==> src/sv/salu_pkg.sv <==
// Shared types and codes for the stack ALU with divide.
package salu_pkg;

    localparam int WORD_W = 32;
    localparam int DIV_CW = $clog2(WORD_W);

    localparam logic [2:0] ACT_PUSH = 3'd0;
    localparam logic [2:0] ACT_POP  = 3'd1;
    localparam logic [2:0] ACT_ADD  = 3'd2;
    localparam logic [2:0] ACT_SUB  = 3'd3;
    localparam logic [2:0] ACT_MUL  = 3'd4;
    localparam logic [2:0] ACT_DIV  = 3'd5;
    localparam logic [2:0] ACT_REM  = 3'd6;
    localparam logic [2:0] ACT_PEEK = 3'd7;

    localparam logic [1:0] ST_OK    = 2'd0;
    localparam logic [1:0] ST_FULL  = 2'd1;
    localparam logic [1:0] ST_UNDER = 2'd2;
    localparam logic [1:0] ST_DIVZ  = 2'd3;

    typedef struct packed {
        logic              start;
        logic [WORD_W-1:0] dividend;
        logic [WORD_W-1:0] divisor;
    } t_div_req;

    typedef struct packed {
        logic              done;
        logic [WORD_W-1:0] quotient;
        logic [WORD_W-1:0] remainder;
    } t_div_rsp;

endpackage

==> src/sv/salu_ram.sv <==
// Generic single-write, single-read RAM with a registered read port.
module salu_ram #(
    parameter int WIDTH = 32,
    parameter int DEPTH = 8
) (
    input  logic                     i_clk,
    input  logic                     i_we,
    input  logic [$clog2(DEPTH)-1:0] i_waddr,
    input  logic [WIDTH-1:0]         i_wdata,
    input  logic [$clog2(DEPTH)-1:0] i_raddr,
    output logic [WIDTH-1:0]         o_rdata
);

    logic [WIDTH-1:0] r_mem [DEPTH];
    logic [WIDTH-1:0] r_rdata;

    always_ff @(posedge i_clk) begin
        if (i_we) begin
            r_mem[i_waddr] <= i_wdata;
        end
        r_rdata <= r_mem[i_raddr];
    end

    assign o_rdata = r_rdata;

endmodule

==> src/sv/salu_div.sv <==
// Radix-2 restoring divider for unsigned 32-bit magnitudes, one quotient bit per cycle.
module salu_div (
    input  logic               i_clk,
    input  logic               i_rst_n,
    input  salu_pkg::t_div_req i_req,
    output salu_pkg::t_div_rsp o_rsp
);

    import salu_pkg::*;

    logic [WORD_W-1:0] r_rem;
    logic [WORD_W-1:0] r_quo;
    logic [WORD_W-1:0] r_den;
    logic [DIV_CW-1:0] r_cnt;
    logic              r_busy;
    logic              r_done;

    logic [WORD_W:0]   w_shift;
    logic [WORD_W:0]   w_diff;

    // Bring down the next dividend bit and try to subtract the divisor.
    assign w_shift = {r_rem, r_quo[WORD_W-1]};
    assign w_diff  = w_shift - {1'b0, r_den};

    always_ff @(posedge i_clk) begin
        if (!i_rst_n) begin
            r_busy <= 1'b0;
            r_done <= 1'b0;
            r_cnt  <= '0;
        end else begin
            r_done <= 1'b0;
            if (i_req.start) begin
                r_busy <= 1'b1;
                r_cnt  <= '0;
            end else if (r_busy) begin
                r_cnt <= r_cnt + 1'b1;
                if (r_cnt == {DIV_CW{1'b1}}) begin
                    r_busy <= 1'b0;
                    r_done <= 1'b1;
                end
            end
        end
    end

    always_ff @(posedge i_clk) begin
        if (i_req.start) begin
            r_rem <= '0;
            r_quo <= i_req.dividend;
            r_den <= i_req.divisor;
        end else if (r_busy) begin
            if (!w_diff[WORD_W]) begin
                r_rem <= w_diff[WORD_W-1:0];
                r_quo <= {r_quo[WORD_W-2:0], 1'b1};
            end else begin
                r_rem <= w_shift[WORD_W-1:0];
                r_quo <= {r_quo[WORD_W-2:0], 1'b0};
            end
        end
    end

    assign o_rsp.done      = r_done;
    assign o_rsp.quotient  = r_quo;
    assign o_rsp.remainder = r_rem;

endmodule

==> src/sv/stack_alu_with_divide.sv <==
// Top level: operand stack, command sequencer and result register.
//
// Usage: one command word enters on the input channel (i_valid, o_stall,
// i_action, i_push_value) and exactly one result word leaves on the output
// channel (o_valid, i_stall, o_status, o_top_value, o_fill_level).
// The block works on one command at a time and raises o_stall from the
// cycle after acceptance until the command has been committed.
// Push, pop, peek, add, subtract, multiply and every command that ends in an
// error pass through the fetch, execute and finish steps. Divide and
// remainder also wait in a divide step between execute and finish while the
// shared radix-2 divider runs for 32 iterations.
// The stack lives in a small RAM with a registered read port; the top entry
// is also held in a register so that it can be reported at once.
// Reset empties the stack and drops any pending result word.
// While the receiver stalls, the result word is held; a new command may still
// be accepted, but it waits in its last step until the result register frees.
module stack_alu_with_divide #(
    parameter int STACK_DEPTH = 8
) (
    input  logic        i_clk,
    input  logic        i_rst_n,
    input  logic        i_valid,
    output logic        o_stall,
    input  logic [2:0]  i_action,
    input  logic [31:0] i_push_value,
    output logic        o_valid,
    input  logic        i_stall,
    output logic [1:0]  o_status,
    output logic [31:0] o_top_value,
    output logic [3:0]  o_fill_level
);

    import salu_pkg::*;

    localparam int AW = $clog2(STACK_DEPTH);
    localparam int CW = $clog2(STACK_DEPTH + 1);

    localparam logic [2:0] S_IDLE  = 3'd0;
    localparam logic [2:0] S_FETCH = 3'd1;
    localparam logic [2:0] S_EXEC  = 3'd2;
    localparam logic [2:0] S_DIV   = 3'd3;
    localparam logic [2:0] S_FIN   = 3'd4;

    localparam logic [CW-1:0] DEPTH_C = CW'(STACK_DEPTH);
    localparam logic [CW-1:0] ONE_C   = CW'(1);
    localparam logic [CW-1:0] TWO_C   = CW'(2);

    logic [2:0]        r_state, n_state;
    logic [CW-1:0]     r_count, n_count;
    logic [WORD_W-1:0] r_top, n_top;
    logic [2:0]        r_act;
    logic [WORD_W-1:0] r_val;
    logic [WORD_W-1:0] r_b;
    logic [WORD_W-1:0] r_res, n_res;
    logic [1:0]        r_status, n_status;
    logic              r_neg, n_neg;
    logic              r_use_rem, n_use_rem;
    logic              r_ovalid;
    logic [1:0]        r_ostatus;
    logic [WORD_W-1:0] r_otop;
    logic [3:0]        r_ofill;

    logic              w_we;
    logic [AW-1:0]     w_waddr;
    logic [WORD_W-1:0] w_wdata;
    logic [AW-1:0]     w_raddr;
    logic [WORD_W-1:0] w_rdata;
    logic [CW-1:0]     w_below;
    logic              w_accept;
    logic              w_commit;
    logic [WORD_W-1:0] w_prod;
    logic [WORD_W-1:0] w_mag_a, w_mag_b;
    logic              w_a_ge_b;
    logic [WORD_W-1:0] w_num, w_den;
    logic [WORD_W-1:0] w_dres;
    logic [CW+3:0]     w_fill_ext;

    t_div_req w_req;
    t_div_rsp w_rsp;

    assign w_accept = i_valid && !o_stall;
    assign w_commit = (r_state == S_FIN) && (!r_ovalid || !i_stall);
    assign w_below  = r_count - TWO_C;
    assign w_raddr  = w_below[AW-1:0];

    salu_ram #(
        .WIDTH(WORD_W),
        .DEPTH(STACK_DEPTH)
    ) u_store (
        .i_clk  (i_clk),
        .i_we   (w_we),
        .i_waddr(w_waddr),
        .i_wdata(w_wdata),
        .i_raddr(w_raddr),
        .o_rdata(w_rdata)
    );

    salu_div u_div (
        .i_clk  (i_clk),
        .i_rst_n(i_rst_n),
        .i_req  (w_req),
        .o_rsp  (w_rsp)
    );

    // Operand a is the cached top entry, operand b the entry just below it.
    assign w_prod   = r_top * r_b;
    assign w_mag_a  = r_top[WORD_W-1] ? (~r_top + 1'b1) : r_top;
    assign w_mag_b  = r_b[WORD_W-1] ? (~r_b + 1'b1) : r_b;
    assign w_a_ge_b = $signed(r_top) >= $signed(r_b);
    assign w_num    = (r_act == ACT_REM || w_a_ge_b) ? r_top : r_b;
    assign w_den    = (r_act == ACT_REM || w_a_ge_b) ? r_b : r_top;

    always_comb begin
        w_req.start    = 1'b0;
        w_req.dividend = (r_act == ACT_REM || w_a_ge_b) ? w_mag_a : w_mag_b;
        w_req.divisor  = (r_act == ACT_REM || w_a_ge_b) ? w_mag_b : w_mag_a;
        if (r_state == S_EXEC && r_count >= TWO_C && w_den != '0 &&
            (r_act == ACT_DIV || r_act == ACT_REM)) begin
            w_req.start = 1'b1;
        end
    end

    always_comb begin
        w_dres = r_use_rem ? w_rsp.remainder : w_rsp.quotient;
        if (r_neg) begin
            w_dres = ~w_dres + 1'b1;
        end
    end

    // Sequencer.
    always_comb begin
        n_state   = r_state;
        n_res     = r_res;
        n_status  = r_status;
        n_neg     = r_neg;
        n_use_rem = r_use_rem;
        unique case (r_state)
            S_IDLE: begin
                if (w_accept) begin
                    n_state = S_FETCH;
                end
            end
            S_FETCH: begin
                n_state = S_EXEC;
            end
            S_EXEC: begin
                n_state  = S_FIN;
                n_status = ST_OK;
                unique case (r_act)
                    ACT_PUSH: begin
                        if (r_count >= DEPTH_C) begin
                            n_status = ST_FULL;
                        end
                    end
                    ACT_POP, ACT_PEEK: begin
                        if (r_count == '0) begin
                            n_status = ST_UNDER;
                        end
                    end
                    default: begin
                        if (r_count < TWO_C) begin
                            n_status = ST_UNDER;
                        end else begin
                            unique case (r_act)
                                ACT_ADD: n_res = r_top + r_b;
                                ACT_SUB: n_res = r_top - r_b;
                                ACT_MUL: n_res = w_prod;
                                default: begin
                                    n_use_rem = (r_act == ACT_REM);
                                    n_neg     = (r_act == ACT_REM) ? r_top[WORD_W-1]
                                                                   : (w_num[WORD_W-1] ^
                                                                      w_den[WORD_W-1]);
                                    if (w_den == '0) begin
                                        n_status = ST_DIVZ;
                                    end else begin
                                        n_state = S_DIV;
                                    end
                                end
                            endcase
                        end
                    end
                endcase
            end
            S_DIV: begin
                if (w_rsp.done) begin
                    n_res   = w_dres;
                    n_state = S_FIN;
                end
            end
            S_FIN: begin
                if (w_commit) begin
                    n_state = S_IDLE;
                end
            end
            default: begin
                n_state = S_IDLE;
            end
        endcase
    end

    // Stack update at commit.
    always_comb begin
        n_count = r_count;
        n_top   = r_top;
        w_we    = 1'b0;
        w_waddr = r_count[AW-1:0];
        w_wdata = r_val;
        if (w_commit && r_status == ST_OK) begin
            unique case (r_act)
                ACT_PUSH: begin
                    w_we    = 1'b1;
                    n_top   = r_val;
                    n_count = r_count + ONE_C;
                end
                ACT_POP: begin
                    n_count = r_count - ONE_C;
                    n_top   = (r_count >= TWO_C) ? r_b : '0;
                end
                ACT_PEEK: begin
                    n_count = r_count;
                end
                default: begin
                    w_we    = 1'b1;
                    w_waddr = w_below[AW-1:0];
                    w_wdata = r_res;
                    n_top   = r_res;
                    n_count = r_count - ONE_C;
                end
            endcase
        end
    end

    assign w_fill_ext = {4'b0000, n_count};

    always_ff @(posedge i_clk) begin
        if (!i_rst_n) begin
            r_state  <= S_IDLE;
            r_count  <= '0;
            r_top    <= '0;
            r_ovalid <= 1'b0;
        end else begin
            r_state <= n_state;
            r_count <= n_count;
            r_top   <= n_top;
            if (w_commit) begin
                r_ovalid <= 1'b1;
            end else if (!i_stall) begin
                r_ovalid <= 1'b0;
            end
        end
    end

    always_ff @(posedge i_clk) begin
        if (w_accept) begin
            r_act <= i_action;
            r_val <= i_push_value;
        end
        if (r_state == S_FETCH) begin
            r_b <= w_rdata;
        end
        r_res     <= n_res;
        r_status  <= n_status;
        r_neg     <= n_neg;
        r_use_rem <= n_use_rem;
        if (w_commit) begin
            r_ostatus <= r_status;
            r_otop    <= n_top;
            r_ofill   <= w_fill_ext[3:0];
        end
    end

    assign o_stall      = (r_state != S_IDLE);
    assign o_valid      = r_ovalid;
    assign o_status     = r_ostatus;
    assign o_top_value  = r_otop;
    assign o_fill_level = r_ofill;

endmodule

==> config.mk <==
export PLATFORM = sky130hd
export DESIGN_NAME = stack_alu_with_divide
export DESIGN_NICKNAME = d
export VERILOG_FILES = /design/src/sv/salu_pkg.sv /design/src/sv/salu_ram.sv /design/src/sv/salu_div.sv /design/src/sv/stack_alu_with_divide.sv
export SDC_FILE = /design/constraint.sdc
export NUM_CORES = 2
export LEC_CHECK = 0
export ABC_CLOCK_PERIOD_IN_PS = 25400
export BUFFER_PORTS_ARGS = -buffer_cell sky130_fd_sc_hd__buf_2
export CELL_PAD_IN_SITES_DETAIL_PLACEMENT = 1
export CELL_PAD_IN_SITES_GLOBAL_PLACEMENT = 2
export CORE_AREA = 5 5 454 456
export DETAILED_ROUTE_END_ITERATION = 10
export DIE_AREA = 0 0 459 461
export GPL_ROUTABILITY_DRIVEN = 0
export PLACE_DENSITY_LB_ADDON = 0.1
export SLEW_MARGIN = 40
export SYNTH_ARGS = -nofsm -noshare
export SYNTH_HDL_FRONTEND = slang
export SYNTH_HIERARCHICAL = 1
export SYNTH_SLANG_ARGS = --single-unit
==> constraint.sdc <==
create_clock -name i_clk -period 25.4 [get_ports i_clk]
set_input_delay 5.08 -clock i_clk [delete_from_list [all_inputs] [get_ports i_clk]]
set_output_delay 5.08 -clock i_clk [all_outputs]
set_load 0.02 [all_outputs]
=== Word-level counts from Yosys, hierarchy flattened ===
Memory sizes are Yosys's and may differ from the RTL's. A register that Yosys moved wholly into a read port is not among the register bits.
Cells that the tools add are included.

* Register bits after elaboration: 284
* Memory bits (writable): 256
* Memories kept: 1
* Word-level logic and storage cells: 145
* Input port bits: 39

* Reductions and logical operators: 29
* $mul: 1
* Mux-type cells: 52
* Eq/ne operators: 19
* Add/subtract/negate cells: 10
* Order comparisons: 4
* Bitwise logic cells: 9

{| class="wikitable"
|+ Memories
! name !! depth !! bits a word !! rd ports !! clocked after Yosys merged registers in !! write ports !! RTL line !! source
|-
| u_store.r_mem || 8 || 32 || 1 || 1 || 1 || salu_ram.sv:14 || <nowiki>logic [WIDTH-1:0] r_mem [DEPTH];</nowiki>
|}

{| class="wikitable"
|+ Operators with widths
! cell !! number
|-
| two-way mux 32 bit || 18
|-
| one-hot mux 32 bit (3 select lines) || 2
|-
| adder 32 x 1 -> 32 bit, second input constant || 3
|-
| inverter 32 bit || 3
|-
| one-hot mux 32 bit (2 select lines) || 1
|-
| subtractor 33 x 32 -> 33 bit || 1
|-
| adder 32 bit || 1
|-
| >= comparator 32 bit || 1
|-
| logical NOT 32 bit || 1
|-
| multiplier 32 x 32 -> 32 bit || 1
|-
| nonzero test 32 bit || 1
|-
| subtractor 32 bit || 1
|-
| two-way mux 3 bit || 9
|-
| equality test 3 bit, second input constant || 5
|-
| one-hot mux 3 bit (5 select lines) || 1
|-
| two-way mux 1 bit || 14
|-
| equality test 3 x 2 -> 1 bit, second input constant || 4
|-
| OR reduction 3 bit || 3
|-
| two-way mux 2 bit || 4
|-
| inequality test 2 bit, second input constant || 4
|-
| one-hot mux 4 bit (2 select lines) || 1
|-
| equality test 3 x 1 -> 1 bit, second input constant || 2
|-
| logical AND 1 bit || 6
|-
| logical NOT 3 bit || 2
|-
| 24 further kinds || 35
|}

=== Logic depth before layout (Yosys ltp) ===
* Word-level depth: 9
* Gate-level depth with buffers: 28

=== Hierarchy ===
The synthesis kept the hierarchy.

{| class="wikitable"
|+ Modules (own cells, without submodules)
! module !! seq. area each (um2) !! area an instance (um2) !! cells each !! instances
|-
| stack_alu_with_divide || 5034.8 || 29597.1 || 3291 || 1
|-
| salu_ram || 8328.0 || 10466.3 || 415 || 1
|-
| salu_div || 2702.6 || 5944.5 || 580 || 1
|}

=== Worst setup path before layout ===
Ideal clock, no wire load.

* Path type: input-to-reg
* Start point: in i_stall
* End point: mem u_store.r_mem[0][0] (enable)
* Data required time: 24939 ps
* Setup slack: 13785 ps
* Data arrival time: 11154 ps
* Stages on the path: 7
* Path through: a21oi_1 > nand2_1 > nor3_1 > clkbuf_1 > o21ai_0 > nand2b_1 > nor3_1

* Elaborated cells between the ends (all ways): 8
* Those cells by class: mux (4); reduce/logical (4)

{| class="wikitable"
|+ RTL lines
! element !! RTL line !! source
|-
| from (decl) || stack_alu_with_divide.sv:27 || <nowiki>input logic i_stall,</nowiki>
|-
| logical NOT 1 bit || -- ||
|-
| logical OR 1 bit || stack_alu_with_divide.sv:82 || <nowiki>assign w_commit = (r_state == S_FIN) && (!r_ovalid || !i_stall);</nowiki>
|-
| logical AND 1 bit || stack_alu_with_divide.sv:82 ||
|-
| logical AND 1 bit || stack_alu_with_divide.sv:208 || <nowiki>if (w_commit && r_status == ST_OK) begin</nowiki>
|-
| two-way mux 3 bit || stack_alu_with_divide.sv:208 ||
|-
| named net w_waddr[2] || stack_alu_with_divide.sv:64 || <nowiki>logic [AW-1:0] w_waddr;</nowiki>
|-
| to (decl) || salu_ram.sv:14 ||
|}

The timed path passes the listed nets, and every way through them passes these cells.

=== Worst setup path in the final report ===
* Start point: reg r_b[6]
* End point: reg r_res[29], data pin

* Word-level cells in the longest chain between the ends: 5
* Elaborated cells between the ends (all ways): 7
* Those cells by class: add/sub (2); mul (1); mux (4)

{| class="wikitable"
|+ RTL lines
! element !! RTL line !! source
|-
| from (decl) || stack_alu_with_divide.sv:53 || <nowiki>logic [WORD_W-1:0] r_b;</nowiki>
|-
| from (signal assigned) || stack_alu_with_divide.sv:259 || <nowiki>r_b <= w_rdata;</nowiki>
|-
| multiplier 32 x 32 -> 32 bit, or another cell as far along || stack_alu_with_divide.sv:106 || <nowiki>assign w_prod = r_top * r_b;</nowiki>
|-
| one-hot mux 32 bit (3 select lines) (*) || stack_alu_with_divide.sv:164 || <nowiki>unique case (r_act)</nowiki>
|-
| two-way mux 32 bit (*) || stack_alu_with_divide.sv:161 || <nowiki>if (r_count < TWO_C) begin</nowiki>
|-
| two-way mux 32 bit (*) || stack_alu_with_divide.sv:149 || <nowiki>unique case (r_act)</nowiki>
|-
| one-hot mux 32 bit (2 select lines) (*) || stack_alu_with_divide.sv:137 || <nowiki>unique case (r_state)</nowiki>
|-
| named net n_res[29] || stack_alu_with_divide.sv:54 || <nowiki>logic [WORD_W-1:0] r_res, n_res;</nowiki>
|-
| to (signal assigned) || stack_alu_with_divide.sv:261 || <nowiki>r_res <= n_res;</nowiki>
|-
| to (decl) || stack_alu_with_divide.sv:54 ||
|}

The timed path passes the listed nets; every way through them passes the cells marked *. The select of a mux whose other input is x is not followed.
A chain may end at the register's enable or synchronous reset.

==> flow_summary.toml <==
[outcome]
outcome = "finished clean"

[clock_network]
htree_levels = 3
cts.path.max_buffers = 3
path_clk_slew_ns = 0.07
worstSkewPairLatency_ns = 0.68
cts_tree = "built"
cts_buffers = 74
cts-root-buf = "clkbuf_16"
holdBufCountCts = 0
cts_resized = 0
cts.sinks = 572
postCtsSetupBuffers = 0

[pwr]
cellPowerDensity_nw_per_um2 = 45.1
leakage_nw = 21.0
power_mw = 2.36
irDropWorstVdd_v = 0.0000545

[worst_setup_path]
crit_type = "reg -> reg"
endpoint_kind = "flip-flop"
cp.required_ns = 25.80
crit_arrival_ns = 8.64
timing.rr.start = "r_b[6]"
startpoint_type = "flip-flop"
cp_max_fo = 28
startpoint = "r_b[6]"

[timing]
fmax_mhz = 121
skew_ns = 0.0621
drv_slew = 0
setup_violations = 0
post-route-min-period_ns = 8.24
hold_viol_final = 0
tns_ns = 0
fin_crit_sh = 0.324
rsz0062_at_grt = "no"
relSlewSlack = 0.387
tightest_slew_ns = 0.920

[yosys]
syn-cell-area_um2 = 46000
netlist_top_cells_area = "edfxtp_1, fa_1, ha_1"
synth_warnings = 6
ys_ff_latch = 572
synthFlopType = "edfxtp_1"
synth_cells = 4286
ys_types = 87
synth_edf_count = 461
syn_avg_cell_area_um2 = 10.7
synth_fp_nets = 4963
synth_top_area_frac = 0.301
synth_top_cell_by_area = "edfxtp_1"
ys_seq_area_frac = 0.349
async_flop_share = 0

[detailed_routing]
drt_iter0_drc = 2013
avgRoutedWirePerCell_um = 27.6
dr.pass1.iters = 8
vias = 32700
vias_per_cell = 4.65
drc_errors = 0
wl_mm = 194
drtAntennaViolNets = 0

[die]
dieArea_um2 = 212000
die_w_um = 459
rows = 165
coreArea_um2 = 201000
die_h_um = 461
start_util = 0.229
ios = 79

[grt]
grt_max_degree = 89
grt_overflow = 0
grt_antenna_before_repair = 25
grt_pass1_vias = 35900
grt_usage = 0.183
grt_pass1_wl_mm = 279

[placed_design]
io_buffers = 78
hpwlAfterDp_mm = 144

[worst_hold_path]
worstHoldStart = "u_store/o_rdata[30]"
hold_path_class = "reg -> reg"

[cells_and_area]
syn_to_final_growth_pct = 13.9
final_nets = 4985
drive_gt1_frac = 0.120

[run]
timing.max_cap.violations = 0
flip-flops by register name, summed over array words and instances (netlist names), 3 cells and up:
name	flops
u_store/r_mem	256
o_top_value	32
r_b	32
r_res	32
r_top	32
r_val	32
u_div/r_den	32
u_div/r_quo	32
u_div/r_rem	32
u_store/o_rdata	32
u_div/r_cnt	5
o_fill_level	4
r_count	4
r_act	3
r_state	3
report_power, final:
group	switching, mW	internal [mW]
sequential	0.0138	1.03
clock	0.454	0.630
combinational	0.167	0.0673
logic make-up (layout without fill, tap and decap cells):
kind of cell               count (synthesis)  count (layout)  synth area share
AOI/OAI and AO/OA                        665             665            0.0992
xor gates and xnor gates                 219             219            0.0419
adders and majority gates                638             638             0.241
buffers and inverters                    746             827            0.0627
DFF                                      572             572             0.349
muxes                                    259             259            0.0798
other                                      0              10                 0
and+or+nand+nor                         1187            1187             0.127
Yosys cell counts (30+ instances only):
| master | n |
|---|---|
| dfxtp_1 | 111 |
| nor2_1 | 268 |
| fa_1 | 412 |
| nor3_1 | 68 |
| mux4_1 | 40 |
| inv_1 | 492 |
| a21o_1 | 33 |
| edfxtp_1 | 461 |
| ha_1 | 226 |
| nand2_1 | 356 |
| a222oi_1 | 32 |
| xnor2_1 | 148 |
| or3_1 | 30 |
| clkbuf_1 | 215 |
| o31ai_1 | 33 |
| a21oi_1 | 194 |
| mux2i_1 | 93 |
| and2_1 | 296 |
| mux2_2 | 102 |
| o21ai_0 | 108 |
| xor2_1 | 70 |
area by class of cell:
class / instances / area [µm²]
fillers: 22400 / 149000
multi-input cells: 2968 / 27300
flip-flops and latches: 572 / 16100
well taps: 2672 / 3340
clock buffers: 89 / 1960
inverters: 494 / 1850
repair buffers: 198 / 1320
clock inverters: 46 / 529
diodes: 10 / 25.0
critical path, cell delays in order, from the launching register on:
cell and delay [ns]:
edfxtp_1 0.32, buf_4 0.43, ha_1 0.29, inv_1 0.10, fa_1 0.50, inv_1 0.06
fa_1 0.49, inv_1 0.05, fa_1 0.46, fa_1 0.49, inv_1 0.05, ha_1 0.27
ha_1 0.31, fa_1 0.50, fa_1 0.41, ha_1 0.35, a21oi_1 0.14, o21ai_0 0.24
or3_1 0.45, o2111ai_1 0.41, a21oi_1 0.15, a2111oi_1 0.57, xor2_1 0.28, o22ai_1 0.19
a211oi_1 0.25, a21oi_1 0.07
routing by layer:
layer,GRT usage,wire length [µm]
met5,0,0
met4,0.0298,3030
met3,0.0167,6900
met2,0.316,94400
met1,0.255,90100
layout by cell type, fill, tap and decap left out, types with 116 or more instances in the layout:
cell / instances
inv_1: 491
edfxtp_1: 461
fa_1: 412
nand2_1: 356
and2_1: 296
nor2_1: 255
ha_1: 225
a21oi_1: 185
xnor2_1: 147
buf_4: 116
worst paths after layout:
| path | end | slack (ns) | cells after the start |
|---|---|---|---|
| worst min register to register | r_b[30] | 0.39 | 0 |
| worst max register to register | r_res[29] | 17.16 | 25 |
| worst min-delay path | r_b[30] | 0.39 | 0 |
| worst max-delay path | r_res[29] | 17.16 | 25 |
per-stage QoR:
| step | hold WS [ns] | cells | utilization | setup slack, ns | cell area [µm²] |
|---|---|---|---|---|---|
| after floorplan | 0.386 | 4286 | - | 13.78 | 46000 |
| after global routing | 0.390 | 7040 | 0.260 | 16.85 | 52400 |
| after CTS | 0.384 | 7039 | 0.260 | 17.09 | 52400 |
| final | 0.387 | 7049 | 0.260 | 17.16 | 52400 |
| after global placement | 0.386 | 6902 | 0.247 | 17.16 | 49800 |
| after detailed placement | 0.390 | 6904 | 0.248 | 17.13 | 49900 |
(Power assumes the default switching activity.)
